==> config.mk <==
export PLATFORM = sky130hd
export DESIGN_NAME = rsk_key_unit
export DESIGN_NICKNAME = d
export VERILOG_FILES = /design/src/hw/rtl/rsk_pkg.sv /design/src/hw/rtl/rsk_key_unit.sv
export SDC_FILE = /design/constraint.sdc
export NUM_CORES = 1
export LEC_CHECK = 0
export ABC_AREA = 1
export BUFFER_PORTS_ARGS = -buffer_cell sky130_fd_sc_hd__buf_2
export CAP_MARGIN = 15
export CORE_MARGIN = 4
export CORE_UTILIZATION = 51
export CTS_BUF_LIST = sky130_fd_sc_hd__clkbuf_4 sky130_fd_sc_hd__clkbuf_8 sky130_fd_sc_hd__clkbuf_16
export DETAILED_ROUTE_END_ITERATION = 8
export PLACE_DENSITY = 0.82
export SYNTH_ARGS = -nofsm -noshare
export SYNTH_HDL_FRONTEND = slang
export SYNTH_SLANG_ARGS = --single-unit
==> constraint.sdc <==
create_clock -name clk -period 0.8 [get_ports clk]
set_input_delay 0 -clock clk [delete_from_list [all_inputs] [get_ports clk]]
set_output_delay 0 -clock clk [all_outputs]
set_load 0.01 [all_outputs]
==> src/hw/rtl/rsk_pkg.sv <==
// Package for the record sorter: field widths, key select codes and the record type.
// Used by the channel interfaces, the key unit and the top level.
package rsk_pkg;

    localparam int STAT_W          = 16;
    localparam int KEY_W           = 19;
    localparam int SEL_W           = 3;
    localparam int MAX_RECORDS_DEF = 64;

    // Key select codes; any other code selects the sum of all six stats.
    localparam logic [SEL_W-1:0] KEY_AGE       = 3'd2;
    localparam logic [SEL_W-1:0] KEY_ATTACK    = 3'd3;
    localparam logic [SEL_W-1:0] KEY_DEFENSE   = 3'd4;
    localparam logic [SEL_W-1:0] KEY_SPEED     = 3'd5;
    localparam logic [SEL_W-1:0] KEY_HEALTH    = 3'd6;
    localparam logic [SEL_W-1:0] KEY_SEL_RESET = 3'd1;

    // One stored record.
    typedef struct packed {
        logic [STAT_W-1:0] tag;
        logic [STAT_W-1:0] speed;
        logic [STAT_W-1:0] health;
        logic [STAT_W-1:0] defense;
        logic [STAT_W-1:0] attack;
        logic [STAT_W-1:0] age;
        logic [STAT_W-1:0] level;
    } rec_t;

endpackage

==> src/hw/rtl/rsk_key_unit.sv <==
// Shared key unit: forms the selected sort key of one record and registers it.
// Depends on rsk_pkg for the record type and key select codes.
module rsk_key_unit #(
    parameter int ADDR_W = 6
) (
    input  logic                       clk,
    input  logic                       rst_n,
    input  logic [rsk_pkg::SEL_W-1:0]  key_select,
    input  logic                       rec_valid,
    input  logic [ADDR_W-1:0]          rec_idx,
    input  rsk_pkg::rec_t              rec,
    output logic                       key_valid,
    output logic [ADDR_W-1:0]          key_idx,
    output logic [rsk_pkg::KEY_W-1:0]  key
);

    logic [rsk_pkg::KEY_W-1:0] sum;
    logic [rsk_pkg::KEY_W-1:0] key_next;
    logic                      key_valid_reg;
    logic [ADDR_W-1:0]         key_idx_reg;
    logic [rsk_pkg::KEY_W-1:0] key_reg;

    // Lossless sum of all six stats.
    assign sum = rsk_pkg::KEY_W'(rec.level) + rsk_pkg::KEY_W'(rec.age)
               + rsk_pkg::KEY_W'(rec.attack) + rsk_pkg::KEY_W'(rec.defense)
               + rsk_pkg::KEY_W'(rec.health) + rsk_pkg::KEY_W'(rec.speed);

    // Pick the stat named by the key select register.
    always_comb
    begin
        case (key_select)
            rsk_pkg::KEY_AGE:     key_next = rsk_pkg::KEY_W'(rec.age);
            rsk_pkg::KEY_ATTACK:  key_next = rsk_pkg::KEY_W'(rec.attack);
            rsk_pkg::KEY_DEFENSE: key_next = rsk_pkg::KEY_W'(rec.defense);
            rsk_pkg::KEY_SPEED:   key_next = rsk_pkg::KEY_W'(rec.speed);
            rsk_pkg::KEY_HEALTH:  key_next = rsk_pkg::KEY_W'(rec.health);
            default:              key_next = sum;
        endcase
    end

    // The valid flag is control state and is reset.
    always_ff @(posedge clk or negedge rst_n)
    begin
        if (!rst_n)
        begin
            key_valid_reg <= 1'b0;
        end
        else
        begin
            key_valid_reg <= rec_valid;
        end
    end

    // Key and index travel alongside without reset.
    always_ff @(posedge clk)
    begin
        key_idx_reg <= rec_idx;
        key_reg     <= key_next;
    end

    assign key_valid = key_valid_reg;
    assign key_idx   = key_idx_reg;
    assign key       = key_reg;

endmodule

# --- After elaboration in Yosys (flattened, before gate mapping) ---
# Cells that the tools add are included.
classes:
  n_addsub: 5
  eq_ne: 5
  n_mux: 1
op_table:
  columns: ["operator", "count"]
  rows:
  - ["$pmux 19 s5", 1]
  - ["$add 19x16->19", 2]
  - ["$add 18x16->19", 1]
  - ["$add 17x16->18", 1]
  - ["$add 16x16->17", 1]
  - ["$eq 3x3->1 const B", 3]
  - ["$eq 3x2->1 const B", 2]
word_totals:
  ff_bits: 26
  inputBits: 124
  output_inout_bits: 26
  word_cells: 14

# --- Logic depth before layout (Yosys ltp) ---
# Gate-level depths: netlist of run 1.
depth:
  depth_word: 6
  depth_mapped: 18
  ltp_nobuf: 18

# --- Worst setup path after synthesis of run 1 ---
# OpenSTA, ideal clock, no wires.
synth_timing:
  path_kind: "in2reg"
  start: "in rec[2] (netlist name)"
  end: "reg key_reg (netlist bit key[16])"
  setup_time_ns: 0.116
  t_arrival_ns: 2.829
  required_time_ns: 0.684
  path_slack_ns: -2.145
  cell_stages: 16
  path_buffers: 0
  path_cell_list: "inv_1 fa_1 inv_1 fa_1 inv_1 fa_1 inv_1 ha_1 inv_1 fa_1 inv_1 nand4_1 nand2_1 nand2_1 a21oi_1 nor2_2"
synth_via:
  elab_chain_cells: 6
synth_rtl:
  columns: ["element", "line", "rtl"]
  rows:
  - ["from (decl)", "rsk_key_unit.sv:11", "input rsk_pkg::rec_t rec,"]
  - ["$add 16x16->17", "rsk_key_unit.sv:24", "assign sum = rsk_pkg::KEY_W'(rec.level) + rsk_pkg::KEY_W'(rec.age)"]
  - ["$add 17x16->18", "rsk_key_unit.sv:25", "+ rsk_pkg::KEY_W'(rec.attack) + rsk_pkg::KEY_W'(rec.defense)"]
  - ["$add 18x16->19", "rsk_key_unit.sv:25", null]
  - ["$add 19x16->19 (2 in a row)", "rsk_key_unit.sv:26", "+ rsk_pkg::KEY_W'(rec.health) + rsk_pkg::KEY_W'(rec.speed);"]
  - ["$pmux 19 s5", "rsk_key_unit.sv:31", "case (key_select)"]
  - ["net key_next, one bit", "rsk_key_unit.sv:18", "logic [rsk_pkg::KEY_W-1:0] key_next;"]
  - ["to (signal assigned)", "rsk_key_unit.sv:58", "key_reg <= key_next;"]
  - ["to (decl)", "rsk_key_unit.sv:21", "logic [rsk_pkg::KEY_W-1:0] key_reg;"]
# The timed path passes the listed nets, and every way through them passes these cells.

# --- Worst setup path in the final report of run 1 ---
layout_timing:
  start: "in rec[34] (netlist name)"
  end: "reg key_reg (netlist bit key[6])"
layout_via:
  elab_chain_cells: 5
layout_rtl:
  columns: ["element", "line"]
  rows:
  - ["$add 17x16->18", "rsk_key_unit.sv:25"]
  - ["$add 18x16->19", "rsk_key_unit.sv:25"]
  - ["$add 19x16->19 (2 in a row)", "rsk_key_unit.sv:26"]
  - ["$pmux 19 s5", "rsk_key_unit.sv:31"]
  - ["net key_next, one bit", "rsk_key_unit.sv:18"]
# The timed path passes the listed nets, and every way through them passes these cells.

==> flow_summary.toml, run 1 <==
[synthesis]
synth.top_cell.area_share = 0.317
syn_area_per_cell_um2 = 7.26
seq_area_frac_synth = 0.130
synthesis.nets = 761
ys_types = 32
synth_fa_ha_area_frac = 0.366
synth_top_family_by_area = "adder cells"
ys.warnings.count = 0
synth_area_leader_cell = "fa_1"
synth-compound-area-share = 0.0881
synth_xor_area_frac = 0.00649
synth_top_cells_by_area = "fa_1 32%, inv_1 18%, dfxtp_1 12%"
syn_area_mm2 = 0.00405
synthMuxAreaShare = 0
synth_seq_cells = 26
synthCells = 557
synthSimpleGateAreaFrac = 0.207

[power_and_ir_drop]
internal_power_mw = 10.0
p_leak_nw = 3.55
netSwitchingPower_mw = 9.94
swShare = 0.498
combPwrFrac = 0.843
power_frac_seq = 0.095
ir_drop_mv = 1.73
p_per_area_mw_per_mm2 = 3160
pwr-share-clk = 0.063

[final_layout]
final_cell_area_mm2 = 0.00632
synthToLayoutAreaGrowth_pct = 56.2
fillers = 459
layout-drive-gt1-share = 0.481
fin_nets = 995
largest_reg_flops = 19
diodes = 0
stdcell_count = 892

[sta]
max_slew.worst_pin.slew_ns = 0.302
setup_ws_ns = -1.94
drv_slew = 0
rsz0062_at_grt = "true"
hold_viol = 0
relSlewSlack = 0.798
finalSetupViolCount = 20
fmax_ghz = 0.365
period_share = 3.42
fin_crit_ns = 2.74

[critical_path]
crit_type = "primary input to register"
cp_max_fo = 3
start_kind = "primary input"
required_ns = 0.99
critPathCaptureType = "register"
crit_arrival_ns = 2.93

[floorplanning]
row_count = 32
core-area_mm2 = 0.00773
die_h_um = 97.1
ios = 150
die_area_mm2 = 0.00942
die_w_um = 97.1
start_util = 0.524

[grt]
grt_overflow = 0
grt_usage = 0.293
grt_max_degree = 17
first_global_vias = 4726
grt_pass1_wl_mm = 22.4
antenna_found_initial = 0

[clock_network]
cts_buffer_depth = 2
cts_buffers = 3
cts_root_buffer = "clkbuf_8"
htree_levels = 1
cts_sinks = 26
clk_pin_slew_worst_paths_ns = 0.13
cts_tree = "yes"

[min_path]
hold_path_class = "primary input to asynchronous set/reset pin"

[job]
max-cap-violations = 0

[placement]
io_buffers = 133
gp_congestion = 0.850
numPlacedInstances = 866
dp_hpwl_mm = 10.7
post-place-ws_ns = -2.32
dpl-instance-area_mm2 = 0.00563

[routing]
num_vias = 4624
routed_wl_mm = 15.7
avgViaCountPerCell = 5.18
first_pass_iters = 5
drc = 0
ant_nets = 0
drt_iter0_drc = 268
avgRoutedWirePerCell_um = 17.6

[outcome]
status = "finished with violations"
failed_checks = "negative setup slack"
worst max-delay path: stages:
cell	delay, ns
buf_8	0.08
inv_8	0.03
fa_1	0.53
inv_1	0.05
fa_1	0.49
inv_2	0.05
fa_1	0.52
inv_2	0.05
ha_4	0.16
inv_2	0.06
fa_2	0.24
nor2_1	0.05
nor2_1	0.14
inv_1	0.10
or2_4	0.24
nand3_2	0.07
nand3_2	0.07
repair_timing:
item                                    in CTS  in global routing
hold endpoints to repair                     8                  0
pin swaps                                   53                 50
endpoints found under the setup margin      20                 22
hold buffers                                 8                  0
setup buffers                                8                  9
gates resized for setup                     77                 55
final cells by class:
| type | count | area, µm² | area share |
|---|---|---|---|
| Clock buffer | 3 | 41.3 | 0.00653 |
| Clock inverter | 1 | 30.0 | 0.00475 |
| Inverter | 204 | 818 | 0.129 |
| Multi-Input combinational cell | 324 | 3190 | 0.505 |
| Sequential cell | 26 | 528 | 0.0835 |
| Tap cell | 102 | 128 | 0.0202 |
| Timing Repair Buffer | 232 | 1580 | 0.250 |
cells in the mapped netlist:
cell and n:
a211oi_2 7, a21oi_1 16, and2_1 1, buf_12 1, buf_6 2, dfrtp_1 1, dfxtp_1 25, fa_1 64
ha_1 16, inv_1 199, inv_2 2, inv_4 2, inv_6 1, nand2_1 115, nand2_2 3, nand3_1 15
nand3_2 8, nand3_4 2, nand3b_1 1, nand4_1 2, nor2_1 28, nor2_2 2, nor2_4 1, nor3_1 6
o21a_2 1, o21ai_0 14, o21ai_1 1, o221ai_1 2, o22ai_1 14, or2_2 2, xnor2_1 1, xor2_1 2
cell families after synthesis:
group                    Yosys count
buffers and inverters            207
AND/OR/NAND/NOR                  186
adder cells (fa/ha/maj)           80
AO/OA/AOI/OAI                     55
flip-flops                        26
XOR/XNOR                           3
layer usage:
metal  GRT usage  vias to the layer above  part of all wire
met2       0.533                      294              0.52
met4      0.0832                        0             0.048
met3      0.0610                       79             0.081
met5           0                        -                 0
li1            -                     2075                 -
met1       0.346                     2176              0.35
through the flow:
step	setup TNS [ns]	hold WS [ns]	utilization	total power, mW
2_1_floorplan	-31.92	-0.296	-	10.3
3_3_place_gp	-37.25	-0.225	0.729	14.1
3_5_place_dp	-38.63	-0.225	0.729	14.5
4_1_cts	-30.68	0.00995	0.790	17.8
5_1_grt	-33.22	0.0188	0.818	21.4
6_report	-31.75	0.0142	0.818	20.0
final timing paths:
check | to | from | slack [ns]
max | key[6]$_DFF_P_ | rec[34] | -1.94
min | key_valid$_DFF_PN0_ | rst_n | 0.01
max in group asynchronous | key_valid$_DFF_PN0_ | rst_n | 0.70
min in group clk | key[2]$_DFF_P_ | rec[82] | 0.02
power groups by stage:
stage	registers, mW	logic (mW)	clock network, mW
floorplan	2.11	8.21	0
global placement	1.90	12.2	0
detailed placement	1.90	12.6	0
CTS	1.88	14.7	1.20
global route	1.92	18.2	1.28
finish	1.89	16.8	1.25
cell usage in the layout, fill, tap and decap left out, types with 13 or more instances in the layout:
cell type	count
buf_2	118
buf_4	86
buf_6	13
dfxtp_1	23
fa_1	62
ha_4	15
inv_1	155
inv_2	37
nand2_1	86
nand2_2	22
nand3_2	14
nor2_1	21
o22ai_1	14
(Power assumes the default switching activity.)
==> run 2, diff against run 1 <==
==> constraint.sdc (replaced) <==
create_clock -name clk -period 0.8 [get_ports clk]
set_input_delay 0.04 -clock clk [delete_from_list [all_inputs] [get_ports clk]]
set_output_delay 0.04 -clock clk [all_outputs]
set_load 0.01 [all_outputs]
==> flow_summary.toml, run 2 (synthesis gave the netlist of run 1 again) <==
[clock_network]
cts_tree = "yes"
htree_levels = 1
cts_sinks = 26
cts_root_buffer = "clkbuf_8"
cts_buffers = 3
clk_pin_slew_worst_paths_ns = 0.12
cts_buffer_depth = 2

[grt]
grtUsageMet2 = 0.531
grt_util_met3 = 0.0625
met1_usage = 0.347
grt-busiest-layer = "met2"
grt_usage = 0.296
grt_max_degree = 17
grt_pass1_wl_mm = 22.6
grt_overflow = 0
first_global_vias = 4764
antenna_found_initial = 0

[critical_path]
critPathCaptureType = "register"
required_ns = 0.99
cp_max_fo = 3
crit_slowest_cell = "fa_1"
crit_arrival_ns = 3.01
cp_slowest_stage_delay_ns = 0.54
start_kind = "primary input"
crit_chain = "buf_8 > inv_8 > fa_1 > inv_1 > fa_1 > inv_2 > fa_1 > inv_2 > ha_4 > inv_2 > fa_2 > nor2_1 > nor2_1 > inv_1 > or2_4 > nand3_2 > nand3_2"
crit_type = "primary input to register"
cpLargestDelayFamily = "adder cells"
crit_buf_inv = 7

[final_layout]
diodes = 0
final_cell_mix = "153 x inv_1, 105 x buf_2, 88 x nand2_1"
largest_reg_flops = 19
fin_nets = 992
final_common_cell = "inv_1"
layout-drive-gt1-share = 0.498
seq_area_um2 = 544
multi_input_area_mm2 = 0.00321
stdcell_count = 889
fillers = 446
synthToLayoutAreaGrowth_pct = 58.4

[sta]
hold_viol = 0
fmax_ghz = 0.355
period_share = 3.53
fin_crit_ns = 2.82
max_slew.worst_pin.slew_ns = 0.323
drv_slew = 0
rsz0062_at_grt = "true"
setup_ws_ns = -2.02
relSlewSlack = 0.784
finalSetupViolCount = 23

[power_and_ir_drop]
swShare = 0.489
ir_drop_mv = 1.82
p_per_area_mw_per_mm2 = 3130
power_frac_seq = 0.099
internal_power_mw = 10.3
pwr-share-clk = 0.062
combPwrFrac = 0.839
fin_total_pwr_mw = 20.1
p_leak_nw = 3.56
netSwitchingPower_mw = 9.82

[floorplanning]
die_h_um = 97.1
row_count = 32
ios = 150
die_w_um = 97.1
core-area_mm2 = 0.00773
start_util = 0.524
die_area_mm2 = 0.00942

[routing]
avgRoutedWirePerCell_um = 17.8
routed_wl_mm = 15.8
first_pass_iters = 5
ant_nets = 0
num_vias = 4680
drt_iter0_drc = 324
drc = 0
avgViaCountPerCell = 5.26

[outcome]
failed_checks = "negative setup slack"
status = "finished with violations"

[placement]
gp_congestion = 0.850
post-place-ws_ns = -2.36
numPlacedInstances = 866
io_buffers = 133
dp_hpwl_mm = 10.7

[min_path]
hold_path_class = "primary input to asynchronous set/reset pin"

[job]
max-cap-violations = 0
## run 2: cell count changes in the layout (fill, tap and decap cells not counted), moves of 2 or more
cell / before / now
buf_2: 118 / 105
buf_4: 86 / 82
buf_6: 13 / 28
dfxtp_1: 23 / 10
dfxtp_2: 2 / 15
inv_1: 155 / 153
inv_2: 37 / 41
inv_4: 7 / 5
nand2_1: 86 / 88
## run 2: area by class of cell
class	instances	share of cell area
clock inverter	1	0.00468
timing repair buffer	229	0.256
inverter	204	0.127
multi-input combinational	324	0.501
tap	102	0.0199
clock buffer	3	0.00644
sequential	26	0.0849
## run 2: repair_timing
| action | 4_1_cts | 5_1_grt |
|---|---|---|
| hold buffers | 8 | 0 |
| resized for setup | 81 | 77 |
| endpoints found under the setup margin | 23 | 41 |
| pin swaps | 53 | 43 |
| buffers inserted | 8 | 4 |
| endpoints found under the hold margin | 8 | 0 |
## run 2: per-stage QoR
step	area (µm²)	hold WS (ns)	TNS [ns]	utilization
detailed placement	5630	-0.185	-39.39	0.729
floorplan	4270	-0.256	-32.68	-
global route	6410	0.0595	-34.56	0.830
CTS	6110	0.0500	-31.48	0.791
finish	6410	0.0505	-32.87	0.830
global placement	5630	-0.185	-38.01	0.729
## run 2: metal layers
| metal | vias up | part of all wire |
|---|---|---|
| met5 | - | 0 |
| met4 | 0 | 0.053 |
| met3 | 81 | 0.093 |
| met2 | 329 | 0.51 |
| met1 | 2204 | 0.34 |
| li1 | 2066 | - |
## run 2: power groups by stage
stage,Clock (mW),Combinational [mW],Sequential [mW]
final,1.25,16.8,1.99
after global routing,1.27,18.3,2.02
after floorplan,0,8.21,2.11
after detailed placement,0,12.6,1.90
after global placement,0,12.2,1.90
after CTS,1.20,14.7,1.90
## run 2: path summary, 6_finish.rpt
check	start	endpoint	depth (start not counted)	slack, ns
max	rec[34]	key[6]$_DFF_P_	17	-2.02
min	rst_n	key_valid$_DFF_PN0_	2	0.05
max in group asynchronous	rst_n	key_valid$_DFF_PN0_	2	0.66
min in group clk	rec[20]	key[4]$_DFF_P_	4	0.05
==> run 3, diff against run 2 <==
BUFFER_PORTS_ARGS = default   (was -buffer_cell sky130_fd_sc_hd__buf_2)
CORE_UTILIZATION = 62   (was 51)
DONT_BUFFER_PORTS = 1   (was default)
PLACE_DENSITY = 0.78   (was 0.82)
==> flow_summary.toml, run 3 (synthesis gave the netlist of run 1 again) <==
[outcome]
failed_checks = "negative hold slack, negative setup slack"
status = "finished with violations"

[floorplanning]
die_h_um = 88.8
start_util = 0.637
die_w_um = 88.8
die_area_mm2 = 0.00788
ios = 150
row_count = 29
core-area_mm2 = 0.00635

[power_and_ir_drop]
p_leak_nw = 2.89
p_per_area_mw_per_mm2 = 3230
ir_drop_mv = 2.27

[sta]
whs_ns = -0.0265
fmax_ghz = 0.379
fin_setup_tns_ns = -30.00
relSlewSlack = 0.809
drv_slew = 0
fin_crit_ns = 2.64
hold_viol = 1
finalSetupViolCount = 19
setup_ws_ns = -1.84
period_share = 3.30
max_slew.worst_pin.slew_ns = 0.285
rsz0062_at_grt = "true"

[critical_path]
cp_max_fo = 3
crit_path_start = "rec[35]"
start_kind = "primary input"
crit_type = "primary input to register"
crit_arrival_ns = 2.83
crit_path_end = "key[10]$_DFF_P_"
required_ns = 0.99
critPathCaptureType = "register"

[routing]
dr_wl_met2_mm = 6.43
highest_layer = "met4"
first_pass_iters = 5
routed_wl_mm = 12.7
wl_met1_mm = 4.75
drc = 0
num_vias = 3926
avgRoutedWirePerCell_um = 17.5
drt_iter0_drc = 181
avgViaCountPerCell = 5.44
ant_nets = 0
met3WireLength_mm = 1.08

[final_layout]
diodes = 0
layout-drive-gt1-share = 0.293
stdcell_count = 722
largest_reg_flops = 19
final_common_cell = "inv_1"
final_cell_area_mm2 = 0.00542
fin_nets = 850
synthToLayoutAreaGrowth_pct = 34.0
final_cell_mix = "166 x inv_1, 93 x nand2_1, 62 x fa_1"

[grt]
grt_pass1_wl_mm = 18.5
first_global_vias = 4070
grt_usage = 0.308
grt_max_degree = 17
grt_overflow = 0
antenna_found_initial = 0

[min_path]
hold_path_class = "primary input to register"

[placement]
dp_hpwl_mm = 9.11
numPlacedInstances = 683
dpl-instance-area_mm2 = 0.00475
gp_congestion = 0.892
post-place-ws_ns = -2.19
io_buffers = 0

[clock_network]
cts_sinks = 26
cts_root_buffer = "clkbuf_8"
clk_pin_slew_worst_paths_ns = 0.12
cts_buffers = 3
htree_levels = 1
cts_tree = "yes"
cts_buffer_depth = 2

[job]
max-cap-violations = 0
-- run 3: changes by cell type in the layout (fill, tap and decap cells not counted), sizes merged --
cell         previous run  this run
buf                   221        55
dlygate4sd3             8        32
-- run 3: worst min-delay path by stage --
stage | from | end | slack, ns | depth (start not counted)
after detailed placement | rst_n | key_valid$_DFF_PN0_ | -0.26 | 0
after global placement | rst_n | key_valid$_DFF_PN0_ | -0.26 | 0
after CTS | rec[55] | key[7]$_DFF_P_ | -0.01 | 4
after floorplan | rst_n | key_valid$_DFF_PN0_ | -0.26 | 0
after global routing | rec[81] | key[1]$_DFF_P_ | 0.01 | 2
final | rec[55] | key[7]$_DFF_P_ | -0.03 | 4
-- run 3: cell type report --
class                      count  area, µm²
inverter                     204        836
multi-input combinational    324       3110
sequential                    26        527
fill                         344        928
clock buffer                   3       41.3
timing repair buffer          87        778
tap                           77       96.3
clock inverter                 1       30.0
-- run 3: per-layer routing --
layer  vias to the layer above  track usage
li1                       1788            -
met1                      1873        0.383
met2                       226        0.549
met3                        39       0.0521
met4                         0       0.0865
met5                         -            0
-- run 3: power by group --
group	leakage (nW)	switching, mW	internal (mW)
registers	0.222	0.430	1.75
logic	2.63	7.75	6.35
clock network	0.0357	0.546	0.673
-- run 3: what timing repair did --
action                     CTS  global route
pin swaps                   18            24
gates resized for setup     30            52
buffers inserted             1             3
hold endpoints to repair    19             1
hold buffers                31             1
setup endpoints to repair   19            20
cloned                       0             0
-- run 3: per-stage QoR --
step | total power [mW] | utilization | hold slack, ns
2_1_floorplan | 10.3 | - | -0.256
3_3_place_gp | 13.4 | 0.748 | -0.256
3_5_place_dp | 13.7 | 0.748 | -0.256
4_1_cts | 15.7 | 0.823 | -0.0121
5_1_grt | 19.1 | 0.854 | 0.0113
6_report | 17.5 | 0.854 | -0.0265
-- run 3: worst max-delay path: stages --
cell	delay [ns]
inv_8	0.01
fa_1	0.57
inv_2	0.06
fa_1	0.51
inv_2	0.05
fa_2	0.45
buf_4	0.16
fa_2	0.40
nor2_1	0.09
nor2_1	0.06
nor2_1	0.11
o21ai_0	0.09
nand3_1	0.14
nand2_1	0.09
